<file path="src/hdl/harmonic_bond_force_core_macros.svh">
// Assertion macros for the harmonic bond force core.
// Included by the RTL files that carry concurrent assertions; needs no package.
`ifndef HARMONIC_BOND_FORCE_CORE_MACROS_SVH
`define HARMONIC_BOND_FORCE_CORE_MACROS_SVH
`ifndef SYNTHESIS
`define HBF_ASSERT_IMP(lbl, clk, rstn, ante, cons) \
  lbl: assert property (@(posedge clk) disable iff (!(rstn)) (ante) |-> (cons)) \
    else $error("hbf assertion failed");
`define HBF_ASSERT_NXT(lbl, clk, rstn, ante, cons) \
  lbl: assert property (@(posedge clk) disable iff (!(rstn)) (ante) |=> (cons)) \
    else $error("hbf assertion failed");
`else
`define HBF_ASSERT_IMP(lbl, clk, rstn, ante, cons)
`define HBF_ASSERT_NXT(lbl, clk, rstn, ante, cons)
`endif
`endif

</file>
<file path="src/hdl/hbf_pkg.sv">
// Package of the harmonic bond force core: widths, word types and register codes.
// Used by every module of the core; depends on nothing.
`default_nettype none
package hbf_pkg;

  localparam int FRAC_BITS  = 16;
  localparam int POS_W      = 32;
  localparam int K_W        = 32;
  localparam int R0_W       = 31;
  localparam int BOX_W      = 31;
  localparam int WRAP_W     = 3;
  localparam int CFG_IDX_W  = 2;
  localparam int CFG_DATA_W = 31;
  localparam int OUT_W      = 48;

  localparam int D_W      = POS_W + 1;
  localparam int MAG_W    = POS_W;
  localparam int SQ_W     = 2 * MAG_W;
  localparam int SUM_W    = SQ_W + 2;
  localparam int R_W      = SUM_W / 2;
  localparam int DELTA_W  = R_W + 1;
  localparam int DM_W     = R_W;
  localparam int P1_W     = K_W + DM_W;
  localparam int P1_LO_W  = (P1_W + 1) / 2;
  localparam int P1_HI_W  = P1_W - P1_LO_W;
  localparam int PPLO_W   = P1_LO_W + MAG_W;
  localparam int PPHI_W   = P1_HI_W + MAG_W;
  localparam int NUM_W    = P1_W + MAG_W + 1;
  localparam int E1_W     = 2 * DM_W;
  localparam int E1_LO_W  = E1_W / 2;
  localparam int E1_HI_W  = E1_W - E1_LO_W;
  localparam int ELO_W    = E1_LO_W + K_W;
  localparam int EHI_W    = E1_HI_W + K_W;
  localparam int EFULL_W  = E1_W + K_W;
  localparam int Q_W      = OUT_W;
  localparam int DEN_W    = R_W + FRAC_BITS;

  localparam int QUEUE_DEPTH = 4;
  localparam int QPTR_W      = $clog2(QUEUE_DEPTH);
  localparam int QCNT_W      = QPTR_W + 1;

  localparam logic [OUT_W-1:0] FORCE_POS_CAP = {1'b0, {(OUT_W-1){1'b1}}};
  localparam logic [OUT_W-1:0] FORCE_NEG_CAP = {1'b1, {(OUT_W-1){1'b0}}};

  typedef enum logic [CFG_IDX_W-1:0] {
    CFG_WRAP_ENABLE,
    CFG_BOX_LEN_X,
    CFG_BOX_LEN_Y,
    CFG_BOX_LEN_Z
  } cfg_idx_t;

  typedef struct packed {
    logic signed [POS_W-1:0] pos_a_x;
    logic signed [POS_W-1:0] pos_a_y;
    logic signed [POS_W-1:0] pos_a_z;
    logic signed [POS_W-1:0] pos_b_x;
    logic signed [POS_W-1:0] pos_b_y;
    logic signed [POS_W-1:0] pos_b_z;
    logic [K_W-1:0]          stiffness;
    logic [R0_W-1:0]         rest_length;
  } in_word_t;

  typedef struct packed {
    logic signed [OUT_W-1:0] force_x;
    logic signed [OUT_W-1:0] force_y;
    logic signed [OUT_W-1:0] force_z;
    logic [OUT_W-1:0]        energy_term;
  } out_word_t;

  typedef struct packed {
    logic [2:0][D_W-1:0] d;
    logic [K_W-1:0]      k;
    logic [R0_W-1:0]     r0;
  } bond_t;

  typedef struct packed {
    logic [2:0][NUM_W-1:0] num;
    logic [DEN_W-1:0]      den;
    logic [2:0]            kill;
    logic [2:0]            neg;
    logic [OUT_W-1:0]      energy;
  } div_in_t;

  typedef struct packed {
    logic [2:0][Q_W-1:0] q;
    logic [2:0]          ovf;
    logic [2:0]          kill;
    logic [2:0]          neg;
    logic [OUT_W-1:0]    energy;
  } div_out_t;

endpackage
`default_nettype wire

</file>
<file path="src/hdl/hbf_front.sv">
// Front end: configuration registers, word acceptance and wrapped displacement.
// Depends on hbf_pkg; feeds hbf_fifo.
`default_nettype none
module hbf_front import hbf_pkg::*; (
  input  logic                  clk,
  input  logic                  rst_n,
  input  logic                  in_valid,
  output logic                  in_stall,
  input  in_word_t              in_word,
  input  logic                  cfg_wr_en,
  input  logic [CFG_IDX_W-1:0]  cfg_index,
  input  logic [CFG_DATA_W-1:0] cfg_data,
  input  logic                  q_full,
  output logic                  q_push,
  output bond_t                 q_data
);

  logic [WRAP_W-1:0]       wrap_r;
  logic [BOX_W-1:0]        box_r [3];
  logic signed [POS_W-1:0] pos_a [3];
  logic signed [POS_W-1:0] pos_b [3];
  logic signed [D_W:0]     lim_s;
  logic signed [D_W:0]     v_s [3];
  logic signed [D_W:0]     w_s [3];
  logic signed [D_W:0]     box_s [3];

  always_ff @(posedge clk) begin
    if (!rst_n) begin
      wrap_r   <= '0;
      box_r[0] <= '0;
      box_r[1] <= '0;
      box_r[2] <= '0;
    end else if (cfg_wr_en) begin
      unique case (cfg_idx_t'(cfg_index))
        CFG_WRAP_ENABLE: wrap_r   <= cfg_data[WRAP_W-1:0];
        CFG_BOX_LEN_X:   box_r[0] <= cfg_data[BOX_W-1:0];
        CFG_BOX_LEN_Y:   box_r[1] <= cfg_data[BOX_W-1:0];
        CFG_BOX_LEN_Z:   box_r[2] <= cfg_data[BOX_W-1:0];
        default:         wrap_r   <= wrap_r;
      endcase
    end
  end

  always_comb begin
    pos_a[0] = in_word.pos_a_x;
    pos_a[1] = in_word.pos_a_y;
    pos_a[2] = in_word.pos_a_z;
    pos_b[0] = in_word.pos_b_x;
    pos_b[1] = in_word.pos_b_y;
    pos_b[2] = in_word.pos_b_z;
    lim_s    = $signed({2'b00, in_word.rest_length, 1'b0});
    q_data.k  = in_word.stiffness;
    q_data.r0 = in_word.rest_length;
    for (int ax = 0; ax < 3; ax++) begin
      box_s[ax] = $signed({3'b000, box_r[ax]});
      v_s[ax]   = $signed({{2{pos_a[ax][POS_W-1]}}, pos_a[ax]})
                - $signed({{2{pos_b[ax][POS_W-1]}}, pos_b[ax]});
      w_s[ax]   = v_s[ax];
      if (wrap_r[ax]) begin
        if (v_s[ax] > lim_s) begin
          w_s[ax] = v_s[ax] - box_s[ax];
        end else if (v_s[ax] < -lim_s) begin
          w_s[ax] = v_s[ax] + box_s[ax];
        end
      end
      q_data.d[ax] = w_s[ax][D_W-1:0];
    end
  end

  assign q_push   = in_valid && !q_full;
  assign in_stall = q_full;

endmodule
`default_nettype wire

</file>
<file path="config.mk">
export PLATFORM = sky130hd
export DESIGN_NAME = hbf_front
export DESIGN_NICKNAME = d
export VERILOG_FILES = /design/src/hdl/harmonic_bond_force_core_macros.svh /design/src/hdl/hbf_pkg.sv /design/src/hdl/hbf_front.sv
export SDC_FILE = /design/constraint.sdc
export NUM_CORES = 1
export LEC_CHECK = 0
export ABC_CLOCK_PERIOD_IN_PS = 7700
export BUFFER_PORTS_ARGS = -buffer_cell sky130_fd_sc_hd__buf_2
export CELL_PAD_IN_SITES_DETAIL_PLACEMENT = 0
export CELL_PAD_IN_SITES_GLOBAL_PLACEMENT = 2
export CORE_MARGIN = 3
export CORE_UTILIZATION = 34
export CTS_BUF_LIST = sky130_fd_sc_hd__clkbuf_2 sky130_fd_sc_hd__clkbuf_4 sky130_fd_sc_hd__clkbuf_8
export DETAILED_ROUTE_END_ITERATION = 16
export PLACE_DENSITY = 0.94
export SETUP_SLACK_MARGIN = 0.05
export SLEW_MARGIN = 20
export SYNTH_ARGS = -nofsm -noshare
export SYNTH_HDL_FRONTEND = slang
export SYNTH_SLANG_ARGS = --single-unit
</file>
<file path="constraint.sdc">
create_clock -name clk -period 7.7 [get_ports clk]
set_input_delay 0.77 -clock clk [delete_from_list [all_inputs] [get_ports clk]]
set_output_delay 0.77 -clock clk [all_outputs]
set_load 0.005 [all_outputs]
</file>
==> impl_metrics.tcl, run 1 <==
set metrics [dict create \
    status "finished clean" \
    synthTopCellsByArea "ha_1, edfxtp_1, a21oi_1" \
    fin_crit_sh 0.941 \
    antenna_found_initial 10 \
    h-tree-depth 3 \
    coreArea_mm2 0.0717 \
    port-buffer-count 392 \
    clk_latency_ns 0.45 \
    tightestPinTransition_ns 1.21 \
    cts_setup_buffers 0 \
    grt_max_degree 35 \
    drc 0 \
    seqPwrFrac 0.116 \
    most-common-layout-cells "ha_1, buf_2, inv_1, a21oi_1, nor2_1" \
    worstSetupPathType "input pin to output port" \
    p_total_mw 5.62 \
    syn_inst 3281 \
    synth-edff-count 93 \
    gp_congestion 0.978 \
    maxSlewViolCount 0 \
    post-route-util 0.394 \
    fill_cells 7602 \
    rows 98 \
    yosys_warnings 0 \
    ys_ff_latch 96 \
    wl_per_cell_um 22.7 \
    grt_overflow 0 \
    combPwrFrac 0.819 \
    swShare 0.545 \
    die-area_mm2 0.0760 \
    endpoint_kind "output port" \
    drive_above_1_share 0.158 \
    fmax_mhz 138 \
    synth_top_area_cell "ha_1" \
    cts_tree "built" \
    async_flop_share 0 \
    power_frac_clock 0.065 \
    finalSetupViolations 0 \
    finalWirelength_mm 105 \
    syn_nets 4058 \
    cts.path.max_buffers 2 \
    syn_area_mm2 0.0247 \
    io_pins 457 \
    clkTransAtPathRegs_ns 0.12 \
    worst_ep_arrival_time_ns 6.48 \
    final_common_cell "ha_1" \
    die_h_um 276 \
    p_int_mw 2.56 \
    nNetsFinal 4423 \
    first_iter_violations 2315 \
    cp.required_ns 6.93 \
    place_hpwl_mm 88.4 \
    clock_skew_ns 0 \
    finalCriticalPeriod_ns 7.25 \
    cts_num_sinks 96 \
    ant_nets 0 \
    cp_top_family "compound AO/OA/AOI/OAI gates" \
    powerDensity_mw_per_mm2 199 \
    synth.distinct_cells 86 \
    hold_viol 0 \
    cts_root_buf "clkbuf_8" \
    ys_seq_area_frac 0.115 \
    crit_fanout 12 \
    p_leak_nw 13.5 \
    crit_chain "buf_2, inv_1, ha_1, nand3_1, o211a_1, o21ai_0, a21oi_1, o21ba_2, o21ai_0, buf_4, a41oi_1, xnor2_1, ha_1, a21o_1, a21oi_1, o2111a_1, a211o_1, nor2_1, buf_4, a221o_1, a2bb2oi_1, buf_2" \
    syn_avg_cell_area_um2 7.54 \
    area_growth_pct 14.2 \
    dr.pass1.iters 6 \
    max_stage_delay_ns 0.62 \
    grt_pass1_vias 24900 \
    synth_top_area_frac 0.240 \
    rsz0062_at_grt "false" \
    worstSetupStartpointType "input pin" \
    switchingPower_mw 3.06 \
    cts_made_buffers 9 \
    via_count 26400 \
    tns_ns 0 \
    slew_headroom 0.189 \
    post_drt_via_cell_ratio 5.72 \
    track_usage 0.264 \
    synth_flop_cell "edfxtp_1" \
    hold_class "input pin to register" \
    grt_pass1_wl_mm 153 \
    path_buf_inv 5 \
    die_w_um 276 \
    initial_core_util 0.345 \
    cap_violations 0 \
    cpMaxStageDelayCell "xnor2_1" \
    vdd_ir_drop_max_mv 0.0816 \
]
==> flip-flops by register name, summed over array words and instances, names as in the netlist <==
name    flops
wrap_r      3
box_r      93
==> power by group through the flow <==
stage	Sequential, mW	Clock [mW]	Combinational (mW)
2_1_floorplan	0.652	0	3.00
3_3_place_gp	0.662	0	4.49
3_5_place_dp	0.664	0	4.48
4_1_cts	0.653	0.376	4.50
5_1_grt	0.658	0.390	5.03
6_report	0.652	0.364	4.60
==> Yosys cell counts, types with 15 or more instances <==
library cell    n
o31ai_1        27
o21a_1         29
a221o_1        32
o21bai_1       69
nor2_1        252
inv_1         361
buf_4          64
nand4_1        50
nor2b_1        50
nor4_1         27
nand2b_1       40
a211o_1        15
o21ai_0       162
a221oi_1       23
o311ai_0       15
a211oi_1       38
a21o_1        104
clkbuf_1       81
a21oi_1       305
nand3_1        70
o221ai_1       29
nor3_1         72
ha_1          475
nand2_1       190
xnor2_1       142
a31oi_1        35
and2_1         45
o22ai_1        21
xor2_1         42
o211ai_1       40
edfxtp_1       93
==> final timing paths <==
path	startpoint	depth (start not counted)	end	slack, ns
worst min-delay path	cfg_data[0]	3	wrap_r[0]$_SDFFE_PN0P_	0.59
worst min register to register	wrap_r[0]$_SDFFE_PN0P_	5	wrap_r[0]$_SDFFE_PN0P_	1.10
worst max register to register	wrap_r[1]$_SDFFE_PN0P_	4	wrap_r[1]$_SDFFE_PN0P_	5.12
worst max-delay path	in_word[65]	22	q_data[147]	0.45
==> cells by family after synthesis <==
group | after synthesis | synth area share
buffers and inverters | 525 | 0.0909
AND/OR/NAND/NOR | 877 | 0.174
XOR/XNOR | 184 | 0.0651
flip-flops | 96 | 0.115
multiplexers | 17 | 0.00708
adder cells (fa/ha/maj) | 484 | 0.247
AO/OA/AOI/OAI | 1098 | 0.300
==> worst register-to-register path: cells and delay by family, from the launching register on <==
kind                   cells  cell delay [ns]
flip-flops                 1             0.98
AO/OA/AOI/OAI              1             0.06
AND/OR/NAND/NOR            2             0.57
buffers and inverters      1             0.86
==> per-layer routing <==
metal,GRT usage,part of all wire,up-vias
met5,0,0.00037,-
met4,0.111,0.043,6
met3,0.0329,0.068,175
met2,0.420,0.44,1090
met1,0.360,0.45,12300
li1,-,-,12800
==> what timing repair did <==
item                       CTS  global route
setup endpoints to repair    1            48
gates cloned                 0             0
hold endpoints to repair     0             0
hold buffers                 0             0
pin swaps                    0             0
gates resized for setup      1             8
==> through the flow <==
step	instances	hold WS, ns	instance area [um^2]	setup WS [ns]
6_report	4607	0.589	28200	0.454
2_1_floorplan	3281	0.670	24700	1.45
3_5_place_dp	4585	1.05	28000	0.0525
5_1_grt	4602	0.614	28200	0.0590
3_3_place_gp	4585	1.03	28000	0.0664
4_1_cts	4601	0.556	28200	0.263
==> cell type report <==
class / count / area [um^2] / share of cell area
multi-input cells: 2660 / 19700 / 0.698
clock inverters: 7 / 61.3 / 0.00217
inverters: 363 / 1360 / 0.0482
clock buffers: 9 / 124 / 0.00439
well taps: 950 / 1190 / 0.0421
diodes: 6 / 15.0 / 0.000532
repair buffers: 516 / 2920 / 0.103
flip-flops and latches: 96 / 2850 / 0.101
(Power assumes the default switching activity.)
==> run 2, diff against run 1 <==
--- a/config.mk
+++ b/config.mk
@@ -13,7 +13,7 @@
 export CORE_UTILIZATION = 34
 export CTS_BUF_LIST = sky130_fd_sc_hd__clkbuf_2 sky130_fd_sc_hd__clkbuf_4 sky130_fd_sc_hd__clkbuf_8
 export DETAILED_ROUTE_END_ITERATION = 16
-export PLACE_DENSITY = 0.94
+export PLACE_DENSITY = 0.95
 export SETUP_SLACK_MARGIN = 0.05
 export SLEW_MARGIN = 20
 export SYNTH_ARGS = -nofsm -noshare
==> run 2 against run 1 <==
Clock-buffer cell count unchanged. Die area unchanged. Sequential power about the same. Non-clock buffer count decreased by 10. Critical endpoint is now q_data[76]. Register-to-register slack improved by 0.53 ns. Worst setup slack got worse by 0.061 ns. Via count increased by 0.65%. Largest cell class unchanged. Critical path depth increased by 5. Highest routed layer unchanged. Clock power increased by 5.5%. Total power about the same.
==> impl_metrics.tcl, run 2 (same netlist as run 1, synthesis figures left out) <==
set metrics [dict create \
    coreArea_mm2 0.0717 \
    rsz0062_at_grt "false" \
    hold_class "input pin to register" \
    h-tree-depth 3 \
    tightestPinTransition_ns 1.18 \
    worst_ep_arrival_time_ns 6.54 \
    cp.required_ns 6.93 \
    cts_root_buf "clkbuf_8" \
    port-buffer-count 392 \
    initial_core_util 0.345 \
    finalCriticalPeriod_ns 7.31 \
    critical_path.endpoint "q_data[76]" \
    slew_headroom 0.208 \
    powerDensity_mw_per_mm2 199 \
    maxSlewViolCount 0 \
    r2r_end "wrap_r[1]$_SDFFE_PN0P_" \
    worstSetupStartpointType "input pin" \
    nNetsFinal 4413 \
    grt_overflow 0 \
    dr.pass1.iters 5 \
    crit_fanout 16 \
    antenna_found_initial 14 \
    cts_made_buffers 9 \
    cap_violations 0 \
    drive_above_1_share 0.156 \
    fmax_mhz 137 \
    crit_start "in_word[223]" \
    die-area_mm2 0.0760 \
    grt_pass1_wl_mm 151 \
    die_w_um 276 \
    finalWirelength_mm 105 \
    most-common-layout-cells "ha_1, buf_2, inv_1, a21oi_1, nor2_1" \
    max_flop_register "box_r" \
    whs_ns 0.605 \
    grt_max_degree 32 \
    cts_num_sinks 96 \
    p_total_mw 5.61 \
    io_pins 457 \
    grt_pass1_vias 24400 \
    p_leak_nw 13.5 \
    endpoint_kind "output port" \
    reg2reg_slack_ns 5.65 \
    vdd_ir_drop_max_mv 0.0921 \
    drc 0 \
    stdcell_count 4598 \
    r2r_start "wrap_r[1]$_SDFFE_PN0P_" \
    clkTransAtPathRegs_ns 0.12 \
    finalSetupViolations 0 \
    track_usage 0.263 \
    clock_skew_ns 0 \
    die_h_um 276 \
    cts.path.max_buffers 2 \
    clk_latency_ns 0.43 \
    first_iter_violations 2456 \
    final_common_cell "ha_1" \
    postCtsHoldBufs 0 \
    cts_setup_buffers 0 \
    wl_per_cell_um 22.9 \
    hold_viol 0 \
    place_hpwl_mm 88.5 \
    via_count 26500 \
    fin_crit_sh 0.949 \
    area_growth_pct 13.9 \
    worstRegToRegCells 5 \
    largest_reg_flops 93 \
    status "finished clean" \
    gp_congestion 0.971 \
    rows 98 \
    cts_tree "built" \
    post_drt_via_cell_ratio 5.77 \
    tns_ns 0 \
    reg.largest.list "box_r: 93 flops, wrap_r: 3 flops" \
    ant_nets 0 \
    dp.cells 4575 \
    worstSetupPathType "input pin to output port" \
]
## run 2: power by group
group,switching [mW],leakage [nW],internal [mW],total (mW)
combinational,2.79,12.4,1.79,4.58
clock,0.255,0.101,0.129,0.384
sequential,0.0288,0.940,0.622,0.651
## run 2: worst min-delay path by stage
stage	end	depth (start not counted)	startpoint	slack, ns
finish	wrap_r[2]$_SDFFE_PN0P_	3	cfg_data[2]	0.61
CTS	wrap_r[0]$_SDFFE_PN0P_	3	cfg_data[0]	0.58
global route	wrap_r[0]$_SDFFE_PN0P_	3	cfg_data[0]	0.61
global placement	wrap_r[2]$_SDFFE_PN0P_	3	cfg_data[2]	1.04
floorplan	wrap_r[0]$_SDFFE_PN0P_	4	wrap_r[0]$_SDFFE_PN0P_	0.67
detailed placement	wrap_r[0]$_SDFFE_PN0P_	3	cfg_data[0]	1.05
## run 2: final cells by class
| class | instances | area [um^2] |
|---|---|---|
| well taps | 950 | 1190 |
| multi-input cells | 2660 | 19700 |
| flip-flops and latches | 96 | 2850 |
| diodes | 7 | 17.5 |
| fillers | 7610 | 43500 |
| clock inverters | 7 | 73.8 |
| clock buffers | 9 | 124 |
| inverters | 363 | 1360 |
| repair buffers | 506 | 2860 |
## run 2: per-stage QoR
stage          worst slack [ns]  area, um^2   util
2_1_floorplan              1.45       24700      -
3_3_place_gp           -0.00582       27900  0.389
3_5_place_dp             0.0534       27900  0.389
4_1_cts                  0.0734       28100  0.392
5_1_grt                  0.0730       28200  0.393
6_report                  0.393       28200  0.393
## run 2: timing repair
| item | CTS | global route |
|---|---|---|
| endpoints found under the setup margin | 1 | 39 |
| resized for setup | 1 | 11 |
| hold endpoints to repair | 0 | 0 |
## run 2: layer usage
metal  GRT usage  vias up  wire length (um)
li1            -    12800                 -
met1       0.361    12500             46900
met2       0.418     1142             46100
met3      0.0362      154              8170
met4      0.0994        2              4090
met5           0        -                20
## run 2: worst max-delay path, cell delays in order
cell and delay [ns]:
buf_2 0.10, inv_1 0.05, ha_1 0.18, inv_1 0.07, fa_1 0.43, a211oi_1 0.33
o21ai_1 0.16, a31oi_1 0.24, o21ai_0 0.14, a21oi_1 0.30, o21bai_1 0.15, nor2_1 0.13
xnor2_1 0.35, ha_1 0.48, nand2_1 0.08, nor4_1 0.35, and2_1 0.25, o211ai_1 0.16
o211ai_1 0.22, o211ai_1 0.24, nor2_1 0.24, buf_12 0.19, o21a_1 0.19, buf_12 0.17
nor2_1 0.05, a31oi_1 0.33, buf_2 0.19
