**src/hdl/harmonic_bond_force_core_macros.svh**
```systemverilog
// Assertion macros for the harmonic bond force core.
// Included by the RTL files that carry concurrent assertions; needs no package.
`ifndef HARMONIC_BOND_FORCE_CORE_MACROS_SVH
`define HARMONIC_BOND_FORCE_CORE_MACROS_SVH
`ifndef SYNTHESIS
`define HBF_ASSERT_IMP(lbl, clk, rstn, ante, cons) \
  lbl: assert property (@(posedge clk) disable iff (!(rstn)) (ante) |-> (cons)) \
    else $error("hbf assertion failed");
`define HBF_ASSERT_NXT(lbl, clk, rstn, ante, cons) \
  lbl: assert property (@(posedge clk) disable iff (!(rstn)) (ante) |=> (cons)) \
    else $error("hbf assertion failed");
`else
`define HBF_ASSERT_IMP(lbl, clk, rstn, ante, cons)
`define HBF_ASSERT_NXT(lbl, clk, rstn, ante, cons)
`endif
`endif

```
**src/hdl/hbf_pkg.sv**
```systemverilog
// Package of the harmonic bond force core: widths, word types and register codes.
// Used by every module of the core; depends on nothing.
`default_nettype none
package hbf_pkg;

  localparam int FRAC_BITS  = 16;
  localparam int POS_W      = 32;
  localparam int K_W        = 32;
  localparam int R0_W       = 31;
  localparam int BOX_W      = 31;
  localparam int WRAP_W     = 3;
  localparam int CFG_IDX_W  = 2;
  localparam int CFG_DATA_W = 31;
  localparam int OUT_W      = 48;

  localparam int D_W      = POS_W + 1;
  localparam int MAG_W    = POS_W;
  localparam int SQ_W     = 2 * MAG_W;
  localparam int SUM_W    = SQ_W + 2;
  localparam int R_W      = SUM_W / 2;
  localparam int DELTA_W  = R_W + 1;
  localparam int DM_W     = R_W;
  localparam int P1_W     = K_W + DM_W;
  localparam int P1_LO_W  = (P1_W + 1) / 2;
  localparam int P1_HI_W  = P1_W - P1_LO_W;
  localparam int PPLO_W   = P1_LO_W + MAG_W;
  localparam int PPHI_W   = P1_HI_W + MAG_W;
  localparam int NUM_W    = P1_W + MAG_W + 1;
  localparam int E1_W     = 2 * DM_W;
  localparam int E1_LO_W  = E1_W / 2;
  localparam int E1_HI_W  = E1_W - E1_LO_W;
  localparam int ELO_W    = E1_LO_W + K_W;
  localparam int EHI_W    = E1_HI_W + K_W;
  localparam int EFULL_W  = E1_W + K_W;
  localparam int Q_W      = OUT_W;
  localparam int DEN_W    = R_W + FRAC_BITS;

  localparam int QUEUE_DEPTH = 4;
  localparam int QPTR_W      = $clog2(QUEUE_DEPTH);
  localparam int QCNT_W      = QPTR_W + 1;

  localparam logic [OUT_W-1:0] FORCE_POS_CAP = {1'b0, {(OUT_W-1){1'b1}}};
  localparam logic [OUT_W-1:0] FORCE_NEG_CAP = {1'b1, {(OUT_W-1){1'b0}}};

  typedef enum logic [CFG_IDX_W-1:0] {
    CFG_WRAP_ENABLE,
    CFG_BOX_LEN_X,
    CFG_BOX_LEN_Y,
    CFG_BOX_LEN_Z
  } cfg_idx_t;

  typedef struct packed {
    logic signed [POS_W-1:0] pos_a_x;
    logic signed [POS_W-1:0] pos_a_y;
    logic signed [POS_W-1:0] pos_a_z;
    logic signed [POS_W-1:0] pos_b_x;
    logic signed [POS_W-1:0] pos_b_y;
    logic signed [POS_W-1:0] pos_b_z;
    logic [K_W-1:0]          stiffness;
    logic [R0_W-1:0]         rest_length;
  } in_word_t;

  typedef struct packed {
    logic signed [OUT_W-1:0] force_x;
    logic signed [OUT_W-1:0] force_y;
    logic signed [OUT_W-1:0] force_z;
    logic [OUT_W-1:0]        energy_term;
  } out_word_t;

  typedef struct packed {
    logic [2:0][D_W-1:0] d;
    logic [K_W-1:0]      k;
    logic [R0_W-1:0]     r0;
  } bond_t;

  typedef struct packed {
    logic [2:0][NUM_W-1:0] num;
    logic [DEN_W-1:0]      den;
    logic [2:0]            kill;
    logic [2:0]            neg;
    logic [OUT_W-1:0]      energy;
  } div_in_t;

  typedef struct packed {
    logic [2:0][Q_W-1:0] q;
    logic [2:0]          ovf;
    logic [2:0]          kill;
    logic [2:0]          neg;
    logic [OUT_W-1:0]    energy;
  } div_out_t;

endpackage
`default_nettype wire

```
**src/hdl/hbf_fifo.sv**
```systemverilog
// Four-entry queue between the front end and the arithmetic back end.
// Depends on hbf_pkg and the core's assertion macros.
`default_nettype none
`include "harmonic_bond_force_core_macros.svh"
module hbf_fifo import hbf_pkg::*; (
  input  logic  clk,
  input  logic  rst_n,
  input  logic  push,
  input  bond_t push_data,
  output logic  full,
  input  logic  pop,
  output logic  out_valid,
  output bond_t out_data
);

  bond_t             mem_r [QUEUE_DEPTH];
  logic [QPTR_W-1:0] wr_ptr_r;
  logic [QPTR_W-1:0] rd_ptr_r;
  logic [QCNT_W-1:0] count_r;
  logic              do_push;
  logic              do_pop;

  assign full      = (count_r == QCNT_W'(QUEUE_DEPTH));
  assign out_valid = (count_r != '0);
  assign out_data  = mem_r[rd_ptr_r];
  assign do_push   = push && !full;
  assign do_pop    = pop && out_valid;

  always_ff @(posedge clk) begin
    if (!rst_n) begin
      wr_ptr_r <= '0;
      rd_ptr_r <= '0;
      count_r  <= '0;
    end else begin
      if (do_push) begin
        wr_ptr_r <= wr_ptr_r + 1'b1;
      end
      if (do_pop) begin
        rd_ptr_r <= rd_ptr_r + 1'b1;
      end
      if (do_push && !do_pop) begin
        count_r <= count_r + 1'b1;
      end else if (do_pop && !do_push) begin
        count_r <= count_r - 1'b1;
      end
    end
    if (do_push) begin
      mem_r[wr_ptr_r] <= push_data;
    end
  end

  `HBF_ASSERT_IMP(a_count_bound, clk, rst_n, 1'b1, count_r <= QCNT_W'(QUEUE_DEPTH))
  `HBF_ASSERT_IMP(a_ptr_gap, clk, rst_n, 1'b1, (wr_ptr_r - rd_ptr_r) == count_r[QPTR_W-1:0])
  `HBF_ASSERT_NXT(a_count_up, clk, rst_n, do_push && !do_pop, count_r == $past(count_r) + 1'b1)
  `HBF_ASSERT_NXT(a_count_dn, clk, rst_n, do_pop && !do_push, count_r == $past(count_r) - 1'b1)

endmodule
`default_nettype wire

```
**config.mk**
```make
export PLATFORM = sky130hd
export DESIGN_NAME = hbf_fifo
export DESIGN_NICKNAME = d
export VERILOG_FILES = /design/src/hdl/hbf_pkg.sv /design/src/hdl/hbf_fifo.sv
export VERILOG_INCLUDE_DIRS = /design/src /design/src/hdl
export SDC_FILE = /design/constraint.sdc
export NUM_CORES = 1
export LEC_CHECK = 0
export BUFFER_PORTS_ARGS = -buffer_cell sky130_fd_sc_hd__buf_2
export CAP_MARGIN = 20
export CORE_AREA = 5 5 225 227
export CTS_CLUSTER_SIZE = 8
export DETAILED_ROUTE_END_ITERATION = 10
export DIE_AREA = 0 0 230 232
export PLACE_DENSITY = 0.8
export SKIP_CTS_REPAIR_TIMING = 1
export SYNTH_ARGS = -nofsm -noshare
export SYNTH_HDL_FRONTEND = slang
export SYNTH_SLANG_ARGS = --single-unit
```
**constraint.sdc**
```tcl
create_clock -name clk -period 13.03 [get_ports clk]
set_input_delay 0 -clock clk [delete_from_list [all_inputs] [get_ports clk]]
set_output_delay 0 -clock clk [all_outputs]
set_load 0.05 [all_outputs]
```
==> impl_metrics.json, run 1 <==
{
  "cts.sinks": 657,
  "hold_viol_final": 0,
  "die-area_sq_um": 53400,
  "nets": 1629,
  "synth_fp_nets": 1066,
  "period_share_pct": 30.4,
  "tightest_slew_ns": 1.03,
  "cts_tree": "done",
  "avgRoutedWirePerCell_um": 25.4,
  "worstPathMaxFanout": 47,
  "htree_levels": 3,
  "max_freq_ghz": 0.253,
  "coreArea_sq_um": 48400,
  "vdd_drop_max_mv": 0.236,
  "endpoint": "out_data[105]",
  "syn_area_sq_um": 23800,
  "setup_viol": 0,
  "first_pass_iters": 7,
  "critPathKind": "reg -> out",
  "placed_cells": 1820,
  "grt_max_degree": 68,
  "vias_per_cell": 5.63,
  "grt_pass1_vias": 11885,
  "grt_pass1_wl_um": 73100,
  "clk_latency_ns": 0.61,
  "reg2reg_setup_slack_ns": 9.90,
  "rr_startpoint": "count_r[0]",
  "yosys.area.top_type": "edfxtp_1",
  "reg2reg_depth": 4,
  "yosys_warnings": 0,
  "syn_area_per_cell_sq_um": 26.6,
  "synth_seq_area_share_pct": 82.5,
  "synth.distinct_cells": 22,
  "die_h_um": 232,
  "syn_to_final_growth_pct": 26.8,
  "period_minus_slack_ns": 3.96,
  "start_util_pct": 49.2,
  "io_buffers": 329,
  "hpwl_um": 28200,
  "p_leak_uw": 0.0102,
  "drtIter0Drc": 959,
  "drc": 0,
  "wl_um": 53200,
  "setup_tns_ns": 0,
  "layout-drive-gt1-share_pct": 41.1,
  "crit_required_ns": 13.03,
  "status": "complete, no violations",
  "path_clk_slew_ns": 0.05,
  "gp_congestion": 0.775,
  "antenna_found_initial": 6,
  "synth_top_area_share_pct": 81.7,
  "cts_buffers": 92,
  "ios": 330,
  "arrival_ns": 3.96,
  "syn-instance-count": 894,
  "synth-seq-cells": 657,
  "cp-start-kind": "register",
  "grt.overflow.total": 0,
  "cts-root-buf": "clkbuf_16",
  "vias": 11800,
  "synthTopCellsByArea": "edfxtp_1 (82%), mux4_2 (15%), dfxtp_1 (0.76%)",
  "min_path_type": "in -> reg",
  "grt.total_usage_pct": 18.1,
  "instances_no_fill": 2097,
  "ant_nets": 0,
  "rsz0062_at_grt": "no",
  "row_count": 81,
  "relSlewSlack_pct": 31.6,
  "maxCapViolations": 0,
  "clock_path_buffers": 3,
  "reg2reg_to": "mem_r[3][104]",
  "dieWidth_um": 230,
  "worstSetupEndpointType": "primary output",
  "finClkSkew_ns": 0.0358,
  "power_density_nw_per_um2": 224,
  "report.final.slew_viol_count": 0
}
-- report_power, final --
| part | internal, uW | leakage (uW) | switching, uW |
|---|---|---|---|
| Clock | 1270 | 0.00118 | 797 |
| Sequential | 2580 | 0.00601 | 92.1 |
| Combinational | 616 | 0.00304 | 1420 |
| Total | 4460 | 0.0102 | 2310 |
-- state kept, by name, indices dropped and copies added, names as in the netlist, named ones only --
signal	cells
count_r	3
mem_r	648
rd_ptr_r	2
wr_ptr_r	2
-- layout make-up --
cell class	instances	area, sq um
clock buffer	105	2390
multi-input combinational	196	3930
fill	3148	18300
inverter	3	11.3
tap	622	778
antenna	4	10.0
timing repair buffer	507	3400
clock inverter	3	23.8
sequential	657	19600
-- cells in the final DEF, fill, tap and decap left out, types with 2 or more instances in the layout --
cell           instances
and2_1                 4
and2_4                 4
buf_2                329
buf_4                 13
clkbuf_1              11
clkbuf_16             94
clkinv_1               2
dfxtp_1                7
dfxtp_4                2
diode_2                4
dlygate4sd3_1        165
edfxtp_1             648
ha_1                   5
inv_1                  3
mux2i_1                3
mux4_2               162
nand2_1                4
nor2b_1                2
or3_1                  2
xnor2_1                3
-- through the flow --
stage	cell area (sq um)	setup slack (ns)	hold WS, ns	utilization (%)	total power, uW
4_1_cts	28500	8.89	-0.446	58.9	6760
5_1_grt	30200	8.60	0.124	62.3	7020
2_1_floorplan	23800	7.67	0.0989	-	4270
3_5_place_dp	26100	9.56	0.215	53.9	4690
3_3_place_gp	26100	9.60	0.208	53.9	4660
6_report	30200	9.07	0.132	62.3	6770
-- critical path, stage by stage (launching register included) --
cell and delay (ns):
dfxtp_4 0.72, buf_4 0.82, buf_4 0.80, mux4_2 0.64, buf_2 0.24
-- logic make-up (layout without fill, tap and decap cells) --
logic type / count (synthesis) / count (layout) / share of synthesized area, %
simple gates: 17 / 17 / 0.410
flops: 657 / 657 / 82.5
xor+xnor: 4 / 4 / 0.147
fa+ha+maj: 6 / 6 / 0.347
other cells: 0 / 4 / 0
compound gates: 4 / 4 / 0.121
mux: 165 / 165 / 15.4
buf+inv: 41 / 618 / 1.06
-- Yosys cell counts --
cell	instances
xor2_1	1
edfxtp_1	648
mux2i_1	3
a21boi_0	1
and2_1	8
o311ai_0	1
buf_1	2
nand2_1	4
mux4_2	162
dfxtp_1	9
inv_1	3
buf_2	18
o31ai_1	1
or3_1	2
fa_1	1
o21ai_0	1
nor3b_1	1
buf_6	10
nor2b_1	2
xnor2_1	3
clkbuf_1	8
ha_1	5
-- routing by layer --
metal	wire, um	vias up	GRT usage (%)
li1	-	4983	-
met1	19900	6182	23.7
met2	27600	540	28.9
met3	4320	91	6.51
met4	1370	4	5.98
met5	27	-	0
-- worst min-delay path by stage --
stage                              start       endpoint  slack (ns)  cells past startpoint
after detailed placement  push_data[127]  mem_r[0][127]        0.22                      1
after CTS                  push_data[68]   mem_r[1][68]       -0.45                      1
after global routing        push_data[5]    mem_r[0][5]        0.12                      2
after global placement     push_data[77]   mem_r[0][77]        0.21                      1
final                       push_data[5]    mem_r[0][5]        0.13                      2
after floorplan             push_data[0]    mem_r[0][0]         0.1                      0
Power figures use the tool's default switching activity.
==> inputs of run 2 (changes only) <==
--- a/config.mk
+++ b/config.mk
@@ -12,7 +12,7 @@
 export CTS_CLUSTER_SIZE = 8
 export DETAILED_ROUTE_END_ITERATION = 10
 export DIE_AREA = 0 0 230 232
-export PLACE_DENSITY = 0.8
+export PLACE_DENSITY = 0.83
 export SKIP_CTS_REPAIR_TIMING = 1
 export SYNTH_ARGS = -nofsm -noshare
 export SYNTH_HDL_FRONTEND = slang
==> constraint.sdc (replaced) <==
create_clock -name clk -period 3.6 [get_ports clk]
set_input_delay 0 -clock clk [delete_from_list [all_inputs] [get_ports clk]]
set_output_delay 0 -clock clk [all_outputs]
set_load 0.05 [all_outputs]
==> run 2 against run 1 <==
  * Via count is 0.10% higher
  * Sequential cell count stayed put
  * Critical path depth decreased by 1
  * Non-clock buffer count rose by 15
  * Clock power rose to 3.7 times the previous value
  * Largest cell class unchanged
==> impl_metrics.json, run 2 (synthesized netlist as in run 1, its figures left out) <==
{
  "path_clk_slew_ns": 0.05,
  "htree_levels": 3,
  "period_share_pct": 73.1,
  "avgRoutedWirePerCell_um": 25.1,
  "crit_buf_inv": 2,
  "start_util_pct": 49.2,
  "vias_per_cell": 5.59,
  "p_total_uw": 24800,
  "largest_reg_flops": 648,
  "grt.total_usage_pct": 18.2,
  "first_pass_iters": 5,
  "p_leak_uw": 0.0104,
  "nets": 1644,
  "report.final.slew_viol_count": 0,
  "die_h_um": 232,
  "critical_path.max_stage_delay_ns": 0.70,
  "grt.overflow.total": 0,
  "reg2reg_depth": 8,
  "ios": 330,
  "vdd_drop_max_mv": 0.547,
  "finClkSkew_ns": 0.0260,
  "largest_register": "mem_r",
  "path_cells": "buf_4, mux4_2, buf_2",
  "grt.met2_usage_pct": 29.1,
  "critPathSlowestCell": "dfxtp_4",
  "cts.sinks": 657,
  "cts_tree": "done",
  "use_met1_pct": 23.8,
  "crit_family": "buffers and inverters",
  "vias": 11812,
  "die-area_sq_um": 53400,
  "setup_tns_ns": 0,
  "tightest_slew_ns": 0.749,
  "grt_pass1_vias": 11968,
  "coreArea_sq_um": 48400,
  "top_usage_layer": "met2",
  "clock_path_buffers": 3,
  "rr_startpoint": "count_r[0]",
  "final_common_cell": "edfxtp_1",
  "clkPwrFrac_pct": 30.6,
  "syn_to_final_growth_pct": 28.5,
  "period_minus_slack_ns": 2.63,
  "row_count": 81,
  "dieWidth_um": 230,
  "hold_end": "mem_r[1][62]",
  "power_density_nw_per_um2": 811,
  "intPower_uw": 16400,
  "clk_latency_ns": 0.63,
  "max_freq_ghz": 0.380,
  "reg.largest.list": "mem_r: 648 flops, count_r: 3 flops",
  "min_from": "push_data[62]",
  "hold_depth": 2,
  "hpwl_um": 29400,
  "utilization_pct": 63.2,
  "reg2reg_to": "count_r[2]",
  "layout-drive-gt1-share_pct": 41.9,
  "power.share.combinational_pct": 30.6,
  "hold_viol_final": 0,
  "status": "complete, no violations",
  "drc": 0,
  "fill_cells": 3049,
  "p_seq_share_pct": 38.8,
  "grt_pass1_wl_um": 73100,
  "final_cell_mix": "edfxtp_1 (648), buf_2 (329), dlygate4sd3_1 (166)",
  "cts-root-buf": "clkbuf_16",
  "cp-start-kind": "register",
  "rsz0062_at_grt": "no",
  "gp_congestion": 0.762,
  "setup_viol": 0,
  "io_buffers": 329,
  "wl_um": 53100,
  "worstSetupEndpointType": "primary output",
  "multiInputGateArea_sq_um": 3930,
  "maxCapViolations": 0,
  "drtIter0Drc": 776,
  "antenna_found_initial": 6,
  "grt_max_degree": 93,
  "critPathKind": "reg -> out",
  "reg2reg_setup_slack_ns": 1.05,
  "relSlewSlack_pct": 50.1,
  "p_sw_uw": 8450,
  "cts_buffers": 92,
  "p_sw_share_pct": 34.0,
  "min_path_type": "in -> reg",
  "seq_area_sq_um": 19600,
  "worstPathMaxFanout": 22,
  "grt_util_met3_pct": 6.48,
  "arrival_ns": 2.63,
  "crit_required_ns": 3.60,
  "ant_nets": 0
}
run 2: final cells by class:
| cell class | count | share of cell area, % |
|---|---|---|
| Tap cell | 622 | 2.54 |
| Sequential cell | 657 | 64.2 |
| Timing Repair Buffer | 522 | 12.2 |
| Clock inverter | 4 | 0.184 |
| Inverter | 3 | 0.0368 |
| Clock buffer | 106 | 7.97 |
| Multi-Input combinational cell | 196 | 12.9 |
| Antenna cell | 3 | 0.0245 |
run 2: how the worst max path moves through the flow:
stage	start	to	slack, ns	cells after the start
global placement	count_r[0]	mem_r[2][28]	1.19	4
finish	register	out_data[77]	0.97	3
floorplan	count_r[0]	mem_r[0][0]	0.05	4
global route	register	out_data[77]	0.76	3
CTS	register	out_data[121]	0.88	3
detailed placement	count_r[0]	count_r[2]	1.05	8
run 2: metal layers:
metal / part of all wire, % / wire [um]
met3: 8.1 / 4310
met1: 39 / 20500
met2: 51 / 27000
met4: 2.2 / 1150
met5: 0.090 / 48
run 2: power by group through the flow:
stage	clock [uW]	combinational [uW]	sequential [uW]
after global routing	8120	7940	9690
final	7590	7600	9620
after CTS	7710	7480	9620
after detailed placement	0	7440	9750
after floorplan	0	5790	9610
after global placement	0	7400	9690
run 2: metrics by stage:
stage                     setup slack, ns  area [sq um]  hold slack (ns)  cells
final                               0.968         30600            0.143   2113
after global placement               1.19         26400            0.210   1834
after floorplan                    0.0468         23800           0.0989    894
after global routing                0.758         30600            0.121   2112
after CTS                           0.883         28900           -0.449   1944
after detailed placement             1.05         26400            0.217   1834
==> inputs of run 3 (changes only) <==
--- a/config.mk
+++ b/config.mk
@@ -6,12 +6,13 @@
 export SDC_FILE = /design/constraint.sdc
 export NUM_CORES = 1
 export LEC_CHECK = 0
+export ABC_AREA = 1
 export BUFFER_PORTS_ARGS = -buffer_cell sky130_fd_sc_hd__buf_2
 export CAP_MARGIN = 20
-export CORE_AREA = 5 5 225 227
+export CORE_AREA = 5 5 228 230
 export CTS_CLUSTER_SIZE = 8
 export DETAILED_ROUTE_END_ITERATION = 10
-export DIE_AREA = 0 0 230 232
+export DIE_AREA = 0 0 233 235
 export PLACE_DENSITY = 0.83
 export SKIP_CTS_REPAIR_TIMING = 1
 export SYNTH_ARGS = -nofsm -noshare
==> constraint.sdc (replaced) <==
create_clock -name clk -period 2.3 [get_ports clk]
set_input_delay 0 -clock clk [delete_from_list [all_inputs] [get_ports clk]]
set_output_delay 0 -clock clk [all_outputs]
set_load 0.05 [all_outputs]
==> run 3 against run 2 <==
  * The run now ends with negative setup slack left
  * Critical path depth increased by 2
  * Sequential share of layout area decreased by 2.0 points
  * Design area increased by 3.3%
  * Synthesized area up 3.2%
  * Worst hold slack gained 0.0025 ns
  * Sequential power is 56% higher
  * Routed wire length rose by 28%
  * Setup slack got worse by 0.98 ns
  * Register-to-register slack worse by 0.71 ns
  * Core utilization is 0.48 points higher
  * Total power up 63%
  * Combinational power increased by 78%
  * Critical path type unchanged
  * Critical endpoint is now out_data[127]
  * Highest routed layer is now met4
==> impl_metrics.json, run 3 <==
{
  "ios": 330,
  "dpl_cell_area_sq_um": 27000,
  "reg2reg_setup_slack_ns": 0.34,
  "hold_depth": 2,
  "grt.total_usage_pct": 20.4,
  "first_pass_iters": 6,
  "relSlewSlack_pct": 59.5,
  "crit_required_ns": 2.30,
  "dr_wl_met2_um": 34700,
  "fin_ws_ns": -0.00851,
  "coreArea_sq_um": 49700,
  "grt.overflow.total": 0,
  "hpwl_um": 32600,
  "yosys.area.top_type": "edfxtp_1",
  "nets": 2349,
  "row_count": 82,
  "reg2reg_to": "count_r[1]",
  "die-area_sq_um": 54800,
  "syn_area_per_cell_sq_um": 15.0,
  "antenna_found_initial": 9,
  "grt_max_degree": 93,
  "vdd_drop_max_mv": 1.03,
  "grt_pass1_wl_um": 87100,
  "yosys-top-cells-count": "edfxtp_1 (648), nor2_1 (338), o21ai_0 (301)",
  "synth_edf_count": 648,
  "worstPathMaxFanout": 42,
  "finClkSkew_ns": 0.0228,
  "cp-start-kind": "register",
  "critical_path.max_stage_delay_ns": 0.50,
  "period_minus_slack_ns": 2.31,
  "top_layer_used": "met4",
  "synth.most_common_cell": "edfxtp_1",
  "syn_to_final_growth_pct": 28.5,
  "power_density_nw_per_um2": 1280,
  "synth_fp_nets": 1807,
  "syn-instance-count": 1635,
  "vias": 16954,
  "synthTopCellsByArea": "edfxtp_1 (79%), o21ai_0 (6.1%), nor2_1 (5.2%)",
  "largest_reg_flops": 648,
  "placed_cells": 2569,
  "dieWidth_um": 233,
  "crit_buf_inv": 3,
  "report.final.slew_viol_count": 0,
  "wl_met1_um": 24100,
  "maxCapViolations": 0,
  "path_cells": "buf_16, buf_12, o21ai_0, o22ai_1, buf_4",
  "clk_latency_ns": 0.62,
  "p_leak_uw": 0.0112,
  "reg2reg_depth": 9,
  "min_from": "push_data[79]",
  "syn_area_sq_um": 24600,
  "async_reset_ff_share_pct": 0,
  "cts_buffers": 92,
  "io_buffers": 329,
  "start_util_pct": 49.5,
  "final_cell_mix": "edfxtp_1 (648), nor2_1 (333), buf_2 (304)",
  "gp_congestion": 0.777,
  "min_path_type": "in -> reg",
  "arrival_ns": 2.31,
  "setup_viol": 1,
  "final_common_cell": "edfxtp_1",
  "cts_tree": "done",
  "instances_no_fill": 2878,
  "critPathSlowestCell": "dfxtp_4",
  "largest_register": "mem_r",
  "tightest_slew_ns": 0.608,
  "synth.distinct_cells": 26,
  "critPathKind": "reg -> out",
  "hold_end": "mem_r[3][79]",
  "ant_nets": 0,
  "p_total_uw": 40400,
  "period_share_pct": 100,
  "drtIter0Drc": 1729,
  "multiInputGateArea_sq_um": 4150,
  "crit_family": "buffers and inverters",
  "fill_cells": 3209,
  "wl_met3_um": 6890,
  "htree_levels": 3,
  "avgRoutedWirePerCell_um": 23.7,
  "ys.flop_type": "edfxtp_1",
  "reg.largest.list": "mem_r: 648 flops, count_r: 3 flops",
  "cts.sinks": 657,
  "cts-root-buf": "clkbuf_16",
  "layout-drive-gt1-share_pct": 23.0,
  "worstSetupEndpointType": "primary output",
  "fin_area_sq_um": 31600,
  "wl_um": 68200,
  "status": "finished with violations",
  "cp.depth": 5,
  "seq_area_sq_um": 19600,
  "synth-seq-cells": 657,
  "drc": 0,
  "clock_path_buffers": 3,
  "synth_top_area_share_pct": 79.1,
  "failed_checks": "negative setup slack",
  "max_freq_ghz": 0.433,
  "grt_pass1_vias": 15636,
  "hold_viol_final": 0,
  "die_h_um": 235,
  "vias_per_cell": 5.89,
  "synth_seq_area_share_pct": 79.9,
  "rr_startpoint": "count_r[1]",
  "yosys_warnings": 0,
  "path_clk_slew_ns": 0.05
}
-- run 3: cell types whose count changed in the layout (fill, tap and decap cells not counted), moves of 12 or more --
cell,previous run,this run
nor2_1,0,333
o21ai_0,1,298
mux4_2,162,0
o22ai_1,0,160
o21ai_1,0,27
buf_2,329,304
buf_4,10,33
clkbuf_4,0,12
inv_1,3,15
-- run 3: power by group --
part / leakage, uW / internal [uW] / switching (uW)
Clock: 0.00121 / 7270 / 4660
Sequential: 0.00601 / 14600 / 391
Combinational: 0.00401 / 3260 / 10200
-- run 3: worst max path at each step --
stage / from / endpoint / slack (ns)
after floorplan: count_r[0] / mem_r[0][0] / -1.14
after global placement: count_r[1] / count_r[1] / 0.45
after detailed placement: count_r[1] / count_r[1] / 0.36
after CTS: register / out_data[22] / -0.25
after global routing: register / out_data[31] / -0.06
final: register / out_data[127] / -0.009
-- run 3: kinds of logic after synthesis --
group                      share of synthesized area (%)
AOI/OAI and AO/OA                                   10.8
and+or+nand+nor                                     5.50
adders and majority gates                          0.336
buffers and inverters                               3.42
DFF                                                 79.9
xor gates and xnor gates                          0.0356
-- run 3: per-stage QoR --
stage | utilization (%) | hold WS [ns] | setup TNS, ns | worst slack, ns
after global placement | 54.4 | 0.209 | 0 | 0.446
final | 63.6 | 0.145 | -0.00851 | -0.00851
after CTS | 59.4 | -0.454 | -16.26 | -0.251
after detailed placement | 54.4 | 0.216 | 0 | 0.355
after global routing | 63.6 | 0.125 | -0.421 | -0.0581
after floorplan | - | 0.0989 | -729.61 | -1.14
-- run 3: layer usage --
metal | global-route usage (%) | up-vias
li1 | - | 7263
met1 | 24.6 | 8341
met2 | 34.7 | 1129
met3 | 6.23 | 221
met4 | 7.61 | 0
met5 | 0 | -
-- run 3: layout make-up --
cell class | instances | share of cell area (%)
repair buffers | 553 | 13.7
multi-input cells | 855 | 13.1
well taps | 672 | 2.66
inverters | 17 | 0.309
clock inverters | 6 | 0.186
clock buffers | 105 | 7.64
diodes | 12 | 0.0950
flip-flops and latches | 657 | 62.2
repair inverters | 1 | 0.0633
